File: src/rtl/orol_pkg.sv
package orol_pkg;

  localparam int DEPTH_DEFAULT     = 16;
  localparam int SIZE_BITS_DEFAULT = 16;

  // Field widths fixed by the interface
  localparam int HANDLE_W = 32;
  localparam int ESIZE_W  = 16;
  localparam int OFFS_W   = 20;
  localparam int SLOT_W   = 4;
  localparam int BOFF_W   = 16;

  localparam int IN_DATA_W  = 72;  // 68 bits of fields, padded to bytes
  localparam int OUT_DATA_W = 56;  // 53 bits of fields, padded to bytes

  typedef enum logic {
    REQ_ADD  = 1'b0,
    REQ_FIND = 1'b1
  } req_t;

  typedef enum logic [1:0] {
    ST_IDLE,
    ST_WALK,
    ST_EMIT
  } state_t;

  // Controller -> datapath
  typedef struct packed {
    logic do_add;
    logic start_find;
    logic step;
    logic hit;
    logic miss;
    logic load_out;
  } cmd_t;

  // Datapath -> controller
  typedef struct packed {
    logic cnt_zero;
    logic hit;
    logic out_free;
  } stat_t;

endpackage

File: src/rtl/orol_ctrl.sv
module orol_ctrl (
  input  logic            clk,
  input  logic            rst,
  input  logic            s_axis_tvalid,
  input  logic            s_axis_tuser,
  output logic            s_axis_tready,
  input  orol_pkg::stat_t stat,
  output orol_pkg::cmd_t  cmd
);

  orol_pkg::state_t state, state_next;

  always_ff @(posedge clk) begin
    if (rst) begin
      state <= orol_pkg::ST_IDLE;
    end else begin
      state <= state_next;
    end
  end

  always_comb begin
    state_next    = state;
    cmd           = '0;
    s_axis_tready = 1'b0;
    unique case (state)
      orol_pkg::ST_IDLE: begin
        s_axis_tready = 1'b1;
        if (s_axis_tvalid) begin
          if (s_axis_tuser == orol_pkg::REQ_ADD) begin
            cmd.do_add = 1'b1;
            state_next = orol_pkg::ST_EMIT;
          end else begin
            cmd.start_find = 1'b1;
            state_next     = orol_pkg::ST_WALK;
          end
        end
      end
      orol_pkg::ST_WALK: begin
        if (stat.cnt_zero) begin
          cmd.miss   = 1'b1;
          state_next = orol_pkg::ST_EMIT;
        end else if (stat.hit) begin
          cmd.hit    = 1'b1;
          state_next = orol_pkg::ST_EMIT;
        end else begin
          cmd.step = 1'b1;
        end
      end
      orol_pkg::ST_EMIT: begin
        if (stat.out_free) begin
          cmd.load_out = 1'b1;
          state_next   = orol_pkg::ST_IDLE;
        end
      end
      default: begin
        state_next = orol_pkg::ST_IDLE;
      end
    endcase
  end

endmodule

File: src/rtl/orol_dp.sv
module orol_dp #(
  parameter int DEPTH     = orol_pkg::DEPTH_DEFAULT,
  parameter int SIZE_BITS = orol_pkg::SIZE_BITS_DEFAULT
) (
  input  logic                            clk,
  input  logic                            rst,
  input  logic [orol_pkg::IN_DATA_W-1:0]  s_axis_tdata,
  input  orol_pkg::cmd_t                  cmd,
  output orol_pkg::stat_t                 stat,
  output logic                            m_axis_tvalid,
  input  logic                            m_axis_tready,
  output logic [orol_pkg::OUT_DATA_W-1:0] m_axis_tdata,
  output logic                            m_axis_tuser
);

  localparam int IW   = (DEPTH > 1) ? $clog2(DEPTH) : 1;
  localparam int CNTW = $clog2(DEPTH + 1);
  localparam int SW   = SIZE_BITS;
  localparam int RW   = orol_pkg::OFFS_W;
  localparam int CW   = (SW > RW) ? SW : RW;
  localparam int HW   = orol_pkg::HANDLE_W;
  localparam int MW   = HW + SW;

  localparam logic [IW-1:0] LAST_SLOT = IW'(DEPTH - 1);

  // Request fields
  logic [HW-1:0]                 in_handle;
  logic [orol_pkg::ESIZE_W-1:0]  in_esize;
  logic [RW-1:0]                 in_offs;
  logic [SW+orol_pkg::ESIZE_W-1:0] esize_ext;
  logic [SW-1:0]                 in_size;

  assign in_handle = s_axis_tdata[HW-1:0];
  assign in_esize  = s_axis_tdata[HW+orol_pkg::ESIZE_W-1:HW];
  assign in_offs   = s_axis_tdata[HW+orol_pkg::ESIZE_W+RW-1:HW+orol_pkg::ESIZE_W];
  assign esize_ext = {{SW{1'b0}}, in_esize};
  assign in_size   = esize_ext[SW-1:0];

  // Ring pointers
  logic [IW-1:0] wr_idx, oldest;
  logic          full;
  logic [IW-1:0] wr_idx_next, oldest_next;

  function automatic logic [IW-1:0] nxt(input logic [IW-1:0] i);
    nxt = (i == LAST_SLOT) ? '0 : i + 1'b1;
  endfunction

  assign wr_idx_next = nxt(wr_idx);
  assign oldest_next = full ? nxt(oldest) : oldest;

  always_ff @(posedge clk) begin
    if (rst) begin
      wr_idx <= '0;
      oldest <= '0;
      full   <= 1'b0;
    end else if (cmd.do_add) begin
      wr_idx <= wr_idx_next;
      oldest <= oldest_next;
      if (wr_idx_next == oldest_next) begin
        full <= 1'b1;
      end
    end
  end

  // Slot store: {handle, size}. The walk only visits slots that were written
  // since reset, so the walk never uses an unwritten entry.
  logic [MW-1:0] mem [DEPTH];
  logic [MW-1:0] rd_data;
  logic [IW-1:0] rd_addr;
  logic [IW-1:0] cur;

  assign rd_addr = cmd.start_find ? oldest : nxt(cur);

  always_ff @(posedge clk) begin
    if (cmd.do_add) begin
      mem[wr_idx] <= {in_handle, in_size};
    end
    rd_data <= mem[rd_addr];
  end

  // Walk state
  logic [RW-1:0]   remain;
  logic [CNTW-1:0] cnt;
  logic [IW:0]     span;
  logic [CNTW-1:0] cnt_init;
  logic [SW-1:0]   rd_size;
  logic [CW-1:0]   rem_ext, size_ext, rem_diff;

  assign span = (wr_idx >= oldest) ? ({1'b0, wr_idx} - {1'b0, oldest})
              : ({1'b0, wr_idx} + (IW+1)'(DEPTH) - {1'b0, oldest});
  assign cnt_init = full ? CNTW'(DEPTH) : span[CNTW-1:0];

  assign rd_size  = rd_data[SW-1:0];
  assign rem_ext  = CW'(remain);
  assign size_ext = CW'(rd_size);
  assign rem_diff = rem_ext - size_ext;

  always_ff @(posedge clk) begin
    if (cmd.start_find) begin
      remain <= in_offs;
      cur    <= oldest;
    end else if (cmd.step) begin
      remain <= rem_diff[RW-1:0];
      cur    <= nxt(cur);
    end
  end

  always_ff @(posedge clk) begin
    if (rst) begin
      cnt <= '0;
    end else if (cmd.start_find) begin
      cnt <= cnt_init;
    end else if (cmd.step) begin
      cnt <= cnt - 1'b1;
    end
  end

  // Result register
  logic                        res_found;
  logic [IW-1:0]               res_idx;
  logic [HW-1:0]               res_handle;
  logic [orol_pkg::BOFF_W-1:0] res_boff;
  logic [IW+orol_pkg::SLOT_W-1:0] idx_ext;

  always_ff @(posedge clk) begin
    if (rst) begin
      res_found <= 1'b0;
    end else if (cmd.do_add || cmd.miss) begin
      res_found <= 1'b0;
    end else if (cmd.hit) begin
      res_found <= 1'b1;
    end
  end

  always_ff @(posedge clk) begin
    if (cmd.do_add) begin
      res_idx    <= wr_idx;
      res_handle <= '0;
      res_boff   <= '0;
    end else if (cmd.miss) begin
      res_idx    <= '0;
      res_handle <= '0;
      res_boff   <= '0;
    end else if (cmd.hit) begin
      res_idx    <= cur;
      res_handle <= rd_data[MW-1:SW];
      res_boff   <= remain[orol_pkg::BOFF_W-1:0];
    end
  end

  assign idx_ext = {{orol_pkg::SLOT_W{1'b0}}, res_idx};

  // Output register
  always_ff @(posedge clk) begin
    if (rst) begin
      m_axis_tvalid <= 1'b0;
    end else if (cmd.load_out) begin
      m_axis_tvalid <= 1'b1;
    end else if (m_axis_tready) begin
      m_axis_tvalid <= 1'b0;
    end
  end

  always_ff @(posedge clk) begin
    if (cmd.load_out) begin
      m_axis_tuser <= res_found;
      m_axis_tdata <= {3'b000, full, res_boff, res_handle,
                       idx_ext[orol_pkg::SLOT_W-1:0]};
    end
  end

  assign stat.cnt_zero = (cnt == '0);
  assign stat.hit      = (rem_ext < size_ext);
  assign stat.out_free = !m_axis_tvalid || m_axis_tready;

  // Once full, the ring never drains: there is no remove request.
  a_full_sticky: assert property (@(posedge clk) disable iff (rst)
    full |=> full)
    else $error("full flag dropped");

  a_full_ptrs: assert property (@(posedge clk) disable iff (rst)
    full |-> (wr_idx == oldest))
    else $error("full ring with split pointers");

  a_cnt_range: assert property (@(posedge clk) disable iff (rst)
    cnt <= CNTW'(DEPTH))
    else $error("walk count beyond ring depth");

  a_hit_found: assert property (@(posedge clk) disable iff (rst)
    cmd.hit |=> res_found)
    else $error("hit not recorded");

endmodule

File: src/rtl/overwriting_ring_offset_lookup_top.sv
// Overwriting ring of (handle, size) records with a character-offset lookup.
//
// Requests come in on the s_axis channel; tuser selects add (0) or find (1).
// Add stores the record at the write slot, dropping the oldest one when the
// ring is full. Find walks the stored sizes from the oldest slot, one slot per
// cycle, until the offset falls inside a slot or the stored data runs out.
// Exactly one result per request leaves on m_axis; tuser carries found.
//
// From accept to result, add records its slot in the result register and
// then loads the output register; find first walks the slots, stopping at
// the hit, or after every stored slot on a miss, and then does the same.
// Throughput is one request at a time; the walk over the slot memory, one
// registered read per cycle, sets the find time.
// The output register holds a finished result while the receiver stalls;
// the next request may be accepted meanwhile, and its result waits in the
// datapath until the output register frees up.
// Reset clears the ring pointers, the full flag and the output valid. The
// ring is empty after reset, so no clearing pass over the slot store runs.
module overwriting_ring_offset_lookup_top #(
  parameter int DEPTH     = orol_pkg::DEPTH_DEFAULT,
  parameter int SIZE_BITS = orol_pkg::SIZE_BITS_DEFAULT
) (
  input  logic                            clk,
  input  logic                            rst,
  input  logic                            s_axis_tvalid,
  output logic                            s_axis_tready,
  // [31:0] entry_handle, [47:32] entry_size, [67:48] stream_pos, rest zero
  input  logic [orol_pkg::IN_DATA_W-1:0]  s_axis_tdata,
  // [0] req_type
  input  logic                            s_axis_tuser,
  output logic                            m_axis_tvalid,
  input  logic                            m_axis_tready,
  // [3:0] slot_index, [35:4] found_handle, [51:36] byte_offset,
  // [52] ring_full, rest zero
  output logic [orol_pkg::OUT_DATA_W-1:0] m_axis_tdata,
  // [0] found
  output logic                            m_axis_tuser
);

  orol_pkg::cmd_t  cmd;
  orol_pkg::stat_t stat;

  // Sequencer: accept, walk, hand off to the output register
  orol_ctrl u_ctrl (
    .clk           (clk),
    .rst           (rst),
    .s_axis_tvalid (s_axis_tvalid),
    .s_axis_tuser  (s_axis_tuser),
    .s_axis_tready (s_axis_tready),
    .stat          (stat),
    .cmd           (cmd)
  );

  // Ring pointers, slot memory, walk registers and output register
  orol_dp #(
    .DEPTH     (DEPTH),
    .SIZE_BITS (SIZE_BITS)
  ) u_dp (
    .clk           (clk),
    .rst           (rst),
    .s_axis_tdata  (s_axis_tdata),
    .cmd           (cmd),
    .stat          (stat),
    .m_axis_tvalid (m_axis_tvalid),
    .m_axis_tready (m_axis_tready),
    .m_axis_tdata  (m_axis_tdata),
    .m_axis_tuser  (m_axis_tuser)
  );

endmodule

File: config.mk
export PLATFORM = sky130hd
export DESIGN_NAME = overwriting_ring_offset_lookup_top
export DESIGN_NICKNAME = d
export VERILOG_FILES = /design/src/rtl/orol_pkg.sv /design/src/rtl/orol_ctrl.sv /design/src/rtl/orol_dp.sv /design/src/rtl/overwriting_ring_offset_lookup_top.sv
export SDC_FILE = /design/constraint.sdc
export NUM_CORES = 1
export LEC_CHECK = 0
export ABC_CLOCK_PERIOD_IN_PS = 9200
export BUFFER_PORTS_ARGS = -buffer_cell sky130_fd_sc_hd__buf_2
export CORE_ASPECT_RATIO = 0.5
export CORE_MARGIN = 4
export CORE_UTILIZATION = 40
export DETAILED_ROUTE_END_ITERATION = 16
export PLACE_DENSITY_LB_ADDON = 0.3
export SETUP_SLACK_MARGIN = 0.15
export SYNTH_ARGS = -nofsm -noshare
export SYNTH_HDL_FRONTEND = slang
export SYNTH_SLANG_ARGS = --single-unit
File: constraint.sdc
create_clock -name clk -period 9.2 [get_ports clk]
set_input_delay 0.46 -clock clk [delete_from_list [all_inputs] [get_ports clk]]
set_output_delay 0.46 -clock clk [all_outputs]
set_load 0.01 [all_outputs]
Word-level counts from Yosys, hierarchy flattened
Memory sizes are Yosys's and may differ from the RTL's. A register that Yosys moved wholly into a read port is not among the register bits.
Cells that the tools add are included.
{"block": "classes", "eq_ne": 9, "reduce_logical": 12, "n_addsub": 8, "n_lt_le_gt_ge": 2, "n_mux": 38}
{"operator": "two-way mux 20 bit", "n": 2}
{"operator": "two-way mux 4 bit", "n": 10}
{"operator": "less-than comparator 20 x 16 -> 1 bit", "n": 1}
{"operator": "two-way mux 5 bit", "n": 4}
{"operator": "subtractor 20 x 16 -> 20 bit", "n": 1}
{"operator": "two-way mux 2 bit", "n": 8}
{"operator": "adder 4 x 1 -> 4 bit (second input constant)", "n": 3}
{"operator": "== test 4 bit (second input constant)", "n": 3}
{"operator": "two-way mux 1 bit", "n": 12}
{"operator": "case mux 2 bit (3 select lines)", "n": 1}
{"operator": "adder 4 x 5 -> 5 bit (second input constant)", "n": 1}
{"operator": "zero test 5 bit", "n": 1}
{"operator": "subtractor 4 x 4 -> 5 bit", "n": 1}
{"operator": "subtractor 5 x 1 -> 5 bit (second input constant)", "n": 1}
{"operator": "subtractor 5 x 4 -> 5 bit", "n": 1}
{"operator": "== test 4 bit", "n": 1}
{"operator": "greater-or-equal comparator 4 bit", "n": 1}
{"operator": "inequality test 2 bit (second input constant)", "n": 2}
{"operator": "nonzero test 2 bit", "n": 2}
{"operator": "OR reduction 2 bit", "n": 2}
{"operator": "two-way mux 3 bit", "n": 1}
{"operator": "inequality test 3 bit (second input constant)", "n": 1}
{"operator": "AND reduction 3 bit", "n": 1}
{"operator": "nonzero test 3 bit", "n": 1}
{"operator": "6 further kinds", "n": 7}
{"block": "word_totals", "mem_bits_rw": 768, "output_inout_bits": 59, "regBits": 148, "memories": 1}
{"name": "u_dp.mem", "words": 16, "word_bits": 48, "read_ports": 1, "rd_ports_with_merged_regs": 1, "wr": 1, "line_no": "orol_dp.sv:67", "source": "logic [MW-1:0] mem [DEPTH];"}

Depth between registers and ports, before layout
{"block": "logic_depth", "word_depth": 7, "depth_mapped": 12}

By module
A second synthesis with hierarchy kept.
{"block": "hier_totals", "hier_cells": 2757, "hier_area_um2": 37619.8}
{"mod": "orol_dp", "n_inst": 1, "area_per_inst_um2": 37468.4, "cells_each": 2742, "seq_area_each_um2": 27766.6}
{"mod": "orol_ctrl", "n_inst": 1, "area_per_inst_um2": 151.4, "cells_each": 15, "seq_area_each_um2": 40.0}

Worst setup path after synthesis
No wires, ideal clock.
{"block": "synth_path", "path_kind": "flip-flop to flip-flop", "from": "register u_ctrl.state[1]", "to": "memory u_dp.mem[0][0] (netlist bit) (enable)", "required_time_ns": 8.687, "arrival_ns": 4.760, "slack_ns": 3.927, "synth_period_minus_slack_ns": 5.273, "stages_incl_launch_ff": 8, "path_cell_list": "dfxtp_1 nor2_4 nand2_1 nor2_1 clkbuf_1 clkbuf_1 nand2_1 nor3_1"}
{"block": "synth_via", "elab_chain_len": 4}
{"item": "from (decl)", "line_no": "orol_ctrl.sv:11", "source": "orol_pkg::state_t state, state_next;"}
{"item": "from (signal assigned)", "line_no": "orol_ctrl.sv:15", "source": "state <= orol_pkg::ST_IDLE;"}
{"item": "from (signal assigned)", "line_no": "orol_ctrl.sv:17", "source": "state <= state_next;"}
{"item": "zero test 2 bit", "line_no": "orol_ctrl.sv:25", "source": "unique case (state)"}
{"item": "two-way mux 2 bit", "line_no": "orol_ctrl.sv:25"}
{"item": "two-way mux 1 bit", "line_no": "orol_dp.sv:75", "source": "if (cmd.do_add) begin"}
{"item": "two-way mux 1 bit (not written as such)", "line_no": "orol_dp.sv:76", "source": "mem[wr_idx] <= {in_handle, in_size};"}
{"item": "to (decl)", "line_no": "orol_dp.sv:67"}
Every way passes these cells.

Worst setup path in the final report
{"block": "layout_path", "from": "register u_ctrl.state[1]", "to": "register u_dp.rd_data[1] (read register of u_dp.mem)"}
{"block": "layout_via", "elab_chain_len": 3}
{"item": "zero test 2 bit", "line_no": "orol_ctrl.sv:25"}
{"item": "two-way mux 2 bit", "line_no": "orol_ctrl.sv:25"}
{"item": "two-way mux 4 bit", "line_no": "orol_dp.sv:72", "source": "assign rd_addr = cmd.start_find ? oldest : nxt(cur);"}
{"item": "to (decl)", "line_no": "orol_dp.sv:68", "source": "logic [MW-1:0] rd_data;"}
Every way passes these cells.
A chain may end at the register's enable or synchronous reset.

==> impl_metrics.prom <==
# TYPE chip_impl_metric gauge
chip_impl_metric{name="detail_route.iter0.violations",unit=""} 1539
chip_impl_info{name="critical_path_class",value="reg2reg"} 1
chip_impl_metric{name="grt_pass1_wl",unit="mm"} 118
chip_impl_metric{name="ys_warn_count",unit=""} 0
chip_impl_metric{name="post_detailed_route_via_to_cell_ratio",unit=""} 5.44
chip_impl_metric{name="timing.max_cap.violations",unit=""} 0
chip_impl_metric{name="syn-cell-area",unit="mm2"} 0.0364
chip_impl_metric{name="vias",unit=""} 17700
chip_impl_info{name="tritoncts_clock_tree",value="built"} 1
chip_impl_info{name="crit_path_start_kind",value="register"} 1
chip_impl_info{name="cp_top_family",value="buffers and inverters"} 1
chip_impl_metric{name="synth-async-reset-ratio",unit=""} 0
chip_impl_metric{name="cts.path.max_buffers",unit=""} 3
chip_impl_metric{name="final_count_of_pins_violating_max_slew",unit=""} 0
chip_impl_info{name="critical-path-top-cell-by-count",value="sky130_fd_sc_hd__buf_4"} 1
chip_impl_metric{name="worst_ir_drop_vdd",unit="mV"} 0.146
chip_impl_metric{name="place_ws",unit="ns"} 4.45
chip_impl_metric{name="ant_nets",unit=""} 0
chip_impl_metric{name="synthesis_to_finish_area_growth",unit="%"} 14.0
chip_impl_metric{name="row_count",unit=""} 77
chip_impl_metric{name="die_w",unit="um"} 435
chip_impl_metric{name="core_region_area",unit="mm2"} 0.0893
chip_impl_metric{name="utilization",unit=""} 0.465
chip_impl_metric{name="die_y",unit="um"} 221
chip_impl_metric{name="timing.final.setup_violations",unit=""} 0
chip_impl_info{name="status",value="completed"} 1
chip_impl_metric{name="post_cts_resized",unit=""} 0
chip_impl_info{name="critPathSlowestCell",value="sky130_fd_sc_hd__buf_4"} 1
chip_impl_metric{name="synth.yosys.seq_area_share",unit=""} 0.764
chip_impl_info{name="rr_startpoint",value="u_ctrl.state[1]$_SDFFE_PP0P_"} 1
chip_impl_metric{name="antenna_violations_before_repair",unit=""} 6
chip_impl_metric{name="holdWs",unit="ns"} 0.116
chip_impl_metric{name="final.setup.tns",unit="ns"} 0
chip_impl_metric{name="finish.net_count",unit=""} 2110
chip_impl_metric{name="numCtsBuffers",unit=""} 87
chip_impl_info{name="rsz0062_at_grt",value="no"} 1
chip_impl_info{name="holdCritStartpoint",value="s_axis_tdata[57]"} 1
chip_impl_info{name="yosys_most_used_dff",value="sky130_fd_sc_hd__edfxtp_1"} 1
chip_impl_metric{name="seq_area",unit="mm2"} 0.0278
chip_impl_metric{name="start_util",unit=""} 0.408
chip_impl_metric{name="grt_start_max_net_pins",unit=""} 108
chip_impl_metric{name="syn-instance-count",unit=""} 1849
chip_impl_info{name="min_path_type",value="in2reg"} 1
chip_impl_metric{name="post_cts_buffers",unit=""} 0
chip_impl_info{name="cp_cell_sequence",value="nor2_4 -> nand3_2 -> o21ai_4 -> buf_4 -> buf_4 -> mux4_2 -> a22oi_1 -> nand2_1"} 1
chip_impl_metric{name="number_of_global_route_vias_before_repair",unit=""} 17900
chip_impl_metric{name="fp.dieArea",unit="mm2"} 0.0962
chip_impl_metric{name="fillerInstances",unit=""} 7417
chip_impl_metric{name="io_pins",unit=""} 136
chip_impl_metric{name="timing.critical_path.slowest_cell_delay",unit="ns"} 0.93
chip_impl_metric{name="post_route_cells_drive_above_1_share",unit=""} 0.250
chip_impl_metric{name="worst_skew_pair.late_latency",unit="ns"} 0.65
chip_impl_metric{name="cts.hold.buffers_added",unit=""} 0
chip_impl_metric{name="synth-seq-cells",unit=""} 964
chip_impl_metric{name="cts_htree_levels",unit=""} 3
chip_impl_metric{name="syn-mean-instance-area",unit="um2"} 19.7
chip_impl_metric{name="drt_pre_antenna_iters",unit=""} 5
chip_impl_metric{name="routed_wl",unit="mm"} 80.1
chip_impl_metric{name="tightestPinTransition",unit="ns"} 1.14
chip_impl_metric{name="final-instance-count-excl-fill",unit=""} 3261
chip_impl_metric{name="place.gp.congestion",unit=""} 0.748
chip_impl_metric{name="timing_hold_violations_final",unit=""} 0
chip_impl_metric{name="layout_worst_path_cycle_share",unit=""} 0.501
chip_impl_metric{name="gr-usage-all-layers",unit=""} 0.166
chip_impl_metric{name="power_density",unit="mW/mm2"} 242
chip_impl_metric{name="clock_skew",unit="ns"} 0.0195
chip_impl_metric{name="max_clock_freq",unit="GHz"} 0.217
chip_impl_metric{name="cts_sinks",unit=""} 964
chip_impl_metric{name="synth-edff-count",unit=""} 850
chip_impl_metric{name="path_buf_inv",unit=""} 2
chip_impl_metric{name="clk_pin_slew",unit="ns"} 0.07
chip_impl_metric{name="netlist-cell-type-count",unit=""} 57
chip_impl_metric{name="routedWlPerCell",unit="um"} 24.6
chip_impl_metric{name="cp.required",unit="ns"} 9.68
chip_impl_info{name="setup.worst_path.start",value="u_ctrl.state[1]$_SDFFE_PP0P_"} 1
chip_impl_metric{name="path_max_fanout",unit=""} 70
chip_impl_metric{name="numPortBuffers",unit=""} 128
chip_impl_metric{name="postLayoutSetupSlackWorst",unit="ns"} 4.59
chip_impl_metric{name="placedCellCount",unit=""} 3099
chip_impl_metric{name="finalCriticalPeriod",unit="ns"} 4.61
chip_impl_metric{name="max_slew_margin",unit=""} 0.234
chip_impl_metric{name="worst_ep_arrival_time",unit="ns"} 5.09
chip_impl_metric{name="dp_hpwl",unit="mm"} 38.9
chip_impl_metric{name="leakage",unit="nW"} 13.9
chip_impl_info{name="setup.worst_path.end_class",value="register"} 1
chip_impl_metric{name="detail_route.drc_violations",unit=""} 0
chip_impl_metric{name="grt-ovfl-total",unit=""} 0
chip_impl_info{name="clock-root-buffer",value="sky130_fd_sc_hd__clkbuf_16"} 1
chip_impl_metric{name="multiInputGateArea",unit="mm2"} 0.00822
[sequential cells by signal, indices dropped and copies added, names as in the netlist]
name                cells
u_dp.oldest             4
u_dp.rem_ext           20
u_dp.mem              768
u_dp.res_boff          16
u_dp.res_handle        32
u_dp.m_axis_tvalid      1
u_dp.wr_idx             4
u_dp.m_axis_tdata      53
u_ctrl.state            2
u_dp.res_idx            4
u_dp.res_found          1
u_dp.full               1
u_dp.cnt                5
u_dp.cur                4
u_dp.rd_data           48
u_dp.m_axis_tuser       1
[report_power, final]
| part | switching [mW] | internal [mW] |
|---|---|---|
| logic | 0.743 | 0.553 |
| registers | 0.0791 | 4.94 |
| clock network | 1.59 | 2.14 |
| total | 2.41 | 7.63 |
[final timing paths]
kind                                     to  slack, ns  cells past startpoint
min reg2reg  u_dp.m_axis_tdata[3]$_DFFE_PP_       0.42                      0
max                 u_dp.rd_data[1]$_DFF_P_       4.59                      8
max reg2reg         u_dp.rd_data[1]$_DFF_P_       4.59                      8
min               u_dp.rem_ext[9]$_DFFE_PP_       0.12                      3
[cells in the final DEF (no fill, tap or decap), types with 10 or more instances in the layout]
master / synthesis / final
sky130_fd_sc_hd__a21oi_1: 31 / 31
sky130_fd_sc_hd__a22oi_1: 96 / 96
sky130_fd_sc_hd__buf_2: 8 / 128
sky130_fd_sc_hd__buf_4: 19 / 30
sky130_fd_sc_hd__bufinv_16: 0 / 10
sky130_fd_sc_hd__clkbuf_1: 64 / 20
sky130_fd_sc_hd__clkbuf_16: 0 / 89
sky130_fd_sc_hd__clkinv_2: 0 / 16
sky130_fd_sc_hd__dfxtp_1: 114 / 114
sky130_fd_sc_hd__edfxtp_1: 850 / 850
sky130_fd_sc_hd__ha_1: 28 / 28
sky130_fd_sc_hd__inv_1: 35 / 35
sky130_fd_sc_hd__mux2i_1: 54 / 54
sky130_fd_sc_hd__mux4_2: 192 / 192
sky130_fd_sc_hd__nand2_1: 82 / 82
sky130_fd_sc_hd__nand2b_1: 11 / 11
sky130_fd_sc_hd__nor2_1: 100 / 87
sky130_fd_sc_hd__nor2_4: 1 / 14
sky130_fd_sc_hd__nor3_1: 15 / 11
sky130_fd_sc_hd__o21ai_0: 17 / 17
sky130_fd_sc_hd__xnor2_1: 12 / 12
sky130_fd_sc_hd__xor2_1: 10 / 10
[synthesized netlist by cell type (all sizes together) (28+ instances only)]
library cell,instances,area share
a21oi,32,0.0045
edfxtp,850,0.70
mux2i,54,0.015
a22oi,96,0.020
mux4,192,0.12
dfxtp,114,0.063
nand2,82,0.0085
clkbuf,64,0.0066
buf,32,0.0064
nor2,101,0.011
inv,35,0.0036
ha,28,0.0096
[metrics by stage]
| step | area, um2 | total power [mW] |
|---|---|---|
| floorplan | 36400 | 6.03 |
| global placement | 38500 | 6.39 |
| detailed placement | 38500 | 6.41 |
| CTS | 41500 | 10.1 |
| global route | 41500 | 10.5 |
| finish | 41500 | 10.0 |
[kinds of logic (layout without fill, tap and decap cells)]
logic type	after synthesis	in the layout	share of synthesized area
AOI/OAI and AO/OA	209	209	0.0404
xor gates and xnor gates	22	22	0.00529
and+or+nand+nor	246	246	0.0293
other	1	4	0.000103
DFF	964	964	0.764
muxes	246	246	0.134
buffers and inverters	131	355	0.0166
adders and majority gates	30	30	0.0107
[cell type report]
cell class	instances	area share
sequential	964	0.670
multi-input combinational	756	0.198
clock buffer	117	0.0581
tap	1185	0.0357
timing repair buffer	159	0.0213
clock inverter	44	0.0134
inverter	35	0.00317
antenna	1	0.0000603
[tightest hold or removal path: cells and delay by family]
family          cells  cell delay (ns)
buf+inv             1             0.08
compound gates      1             0.06
simple gates        1             0.04
[routing by layer]
metal  track usage  wire length [um]
met2         0.264             38200
met4        0.0362              1390
met3        0.0284              4700
met1         0.241             35800
met5             0                34
Power figures use the tool's default switching activity.
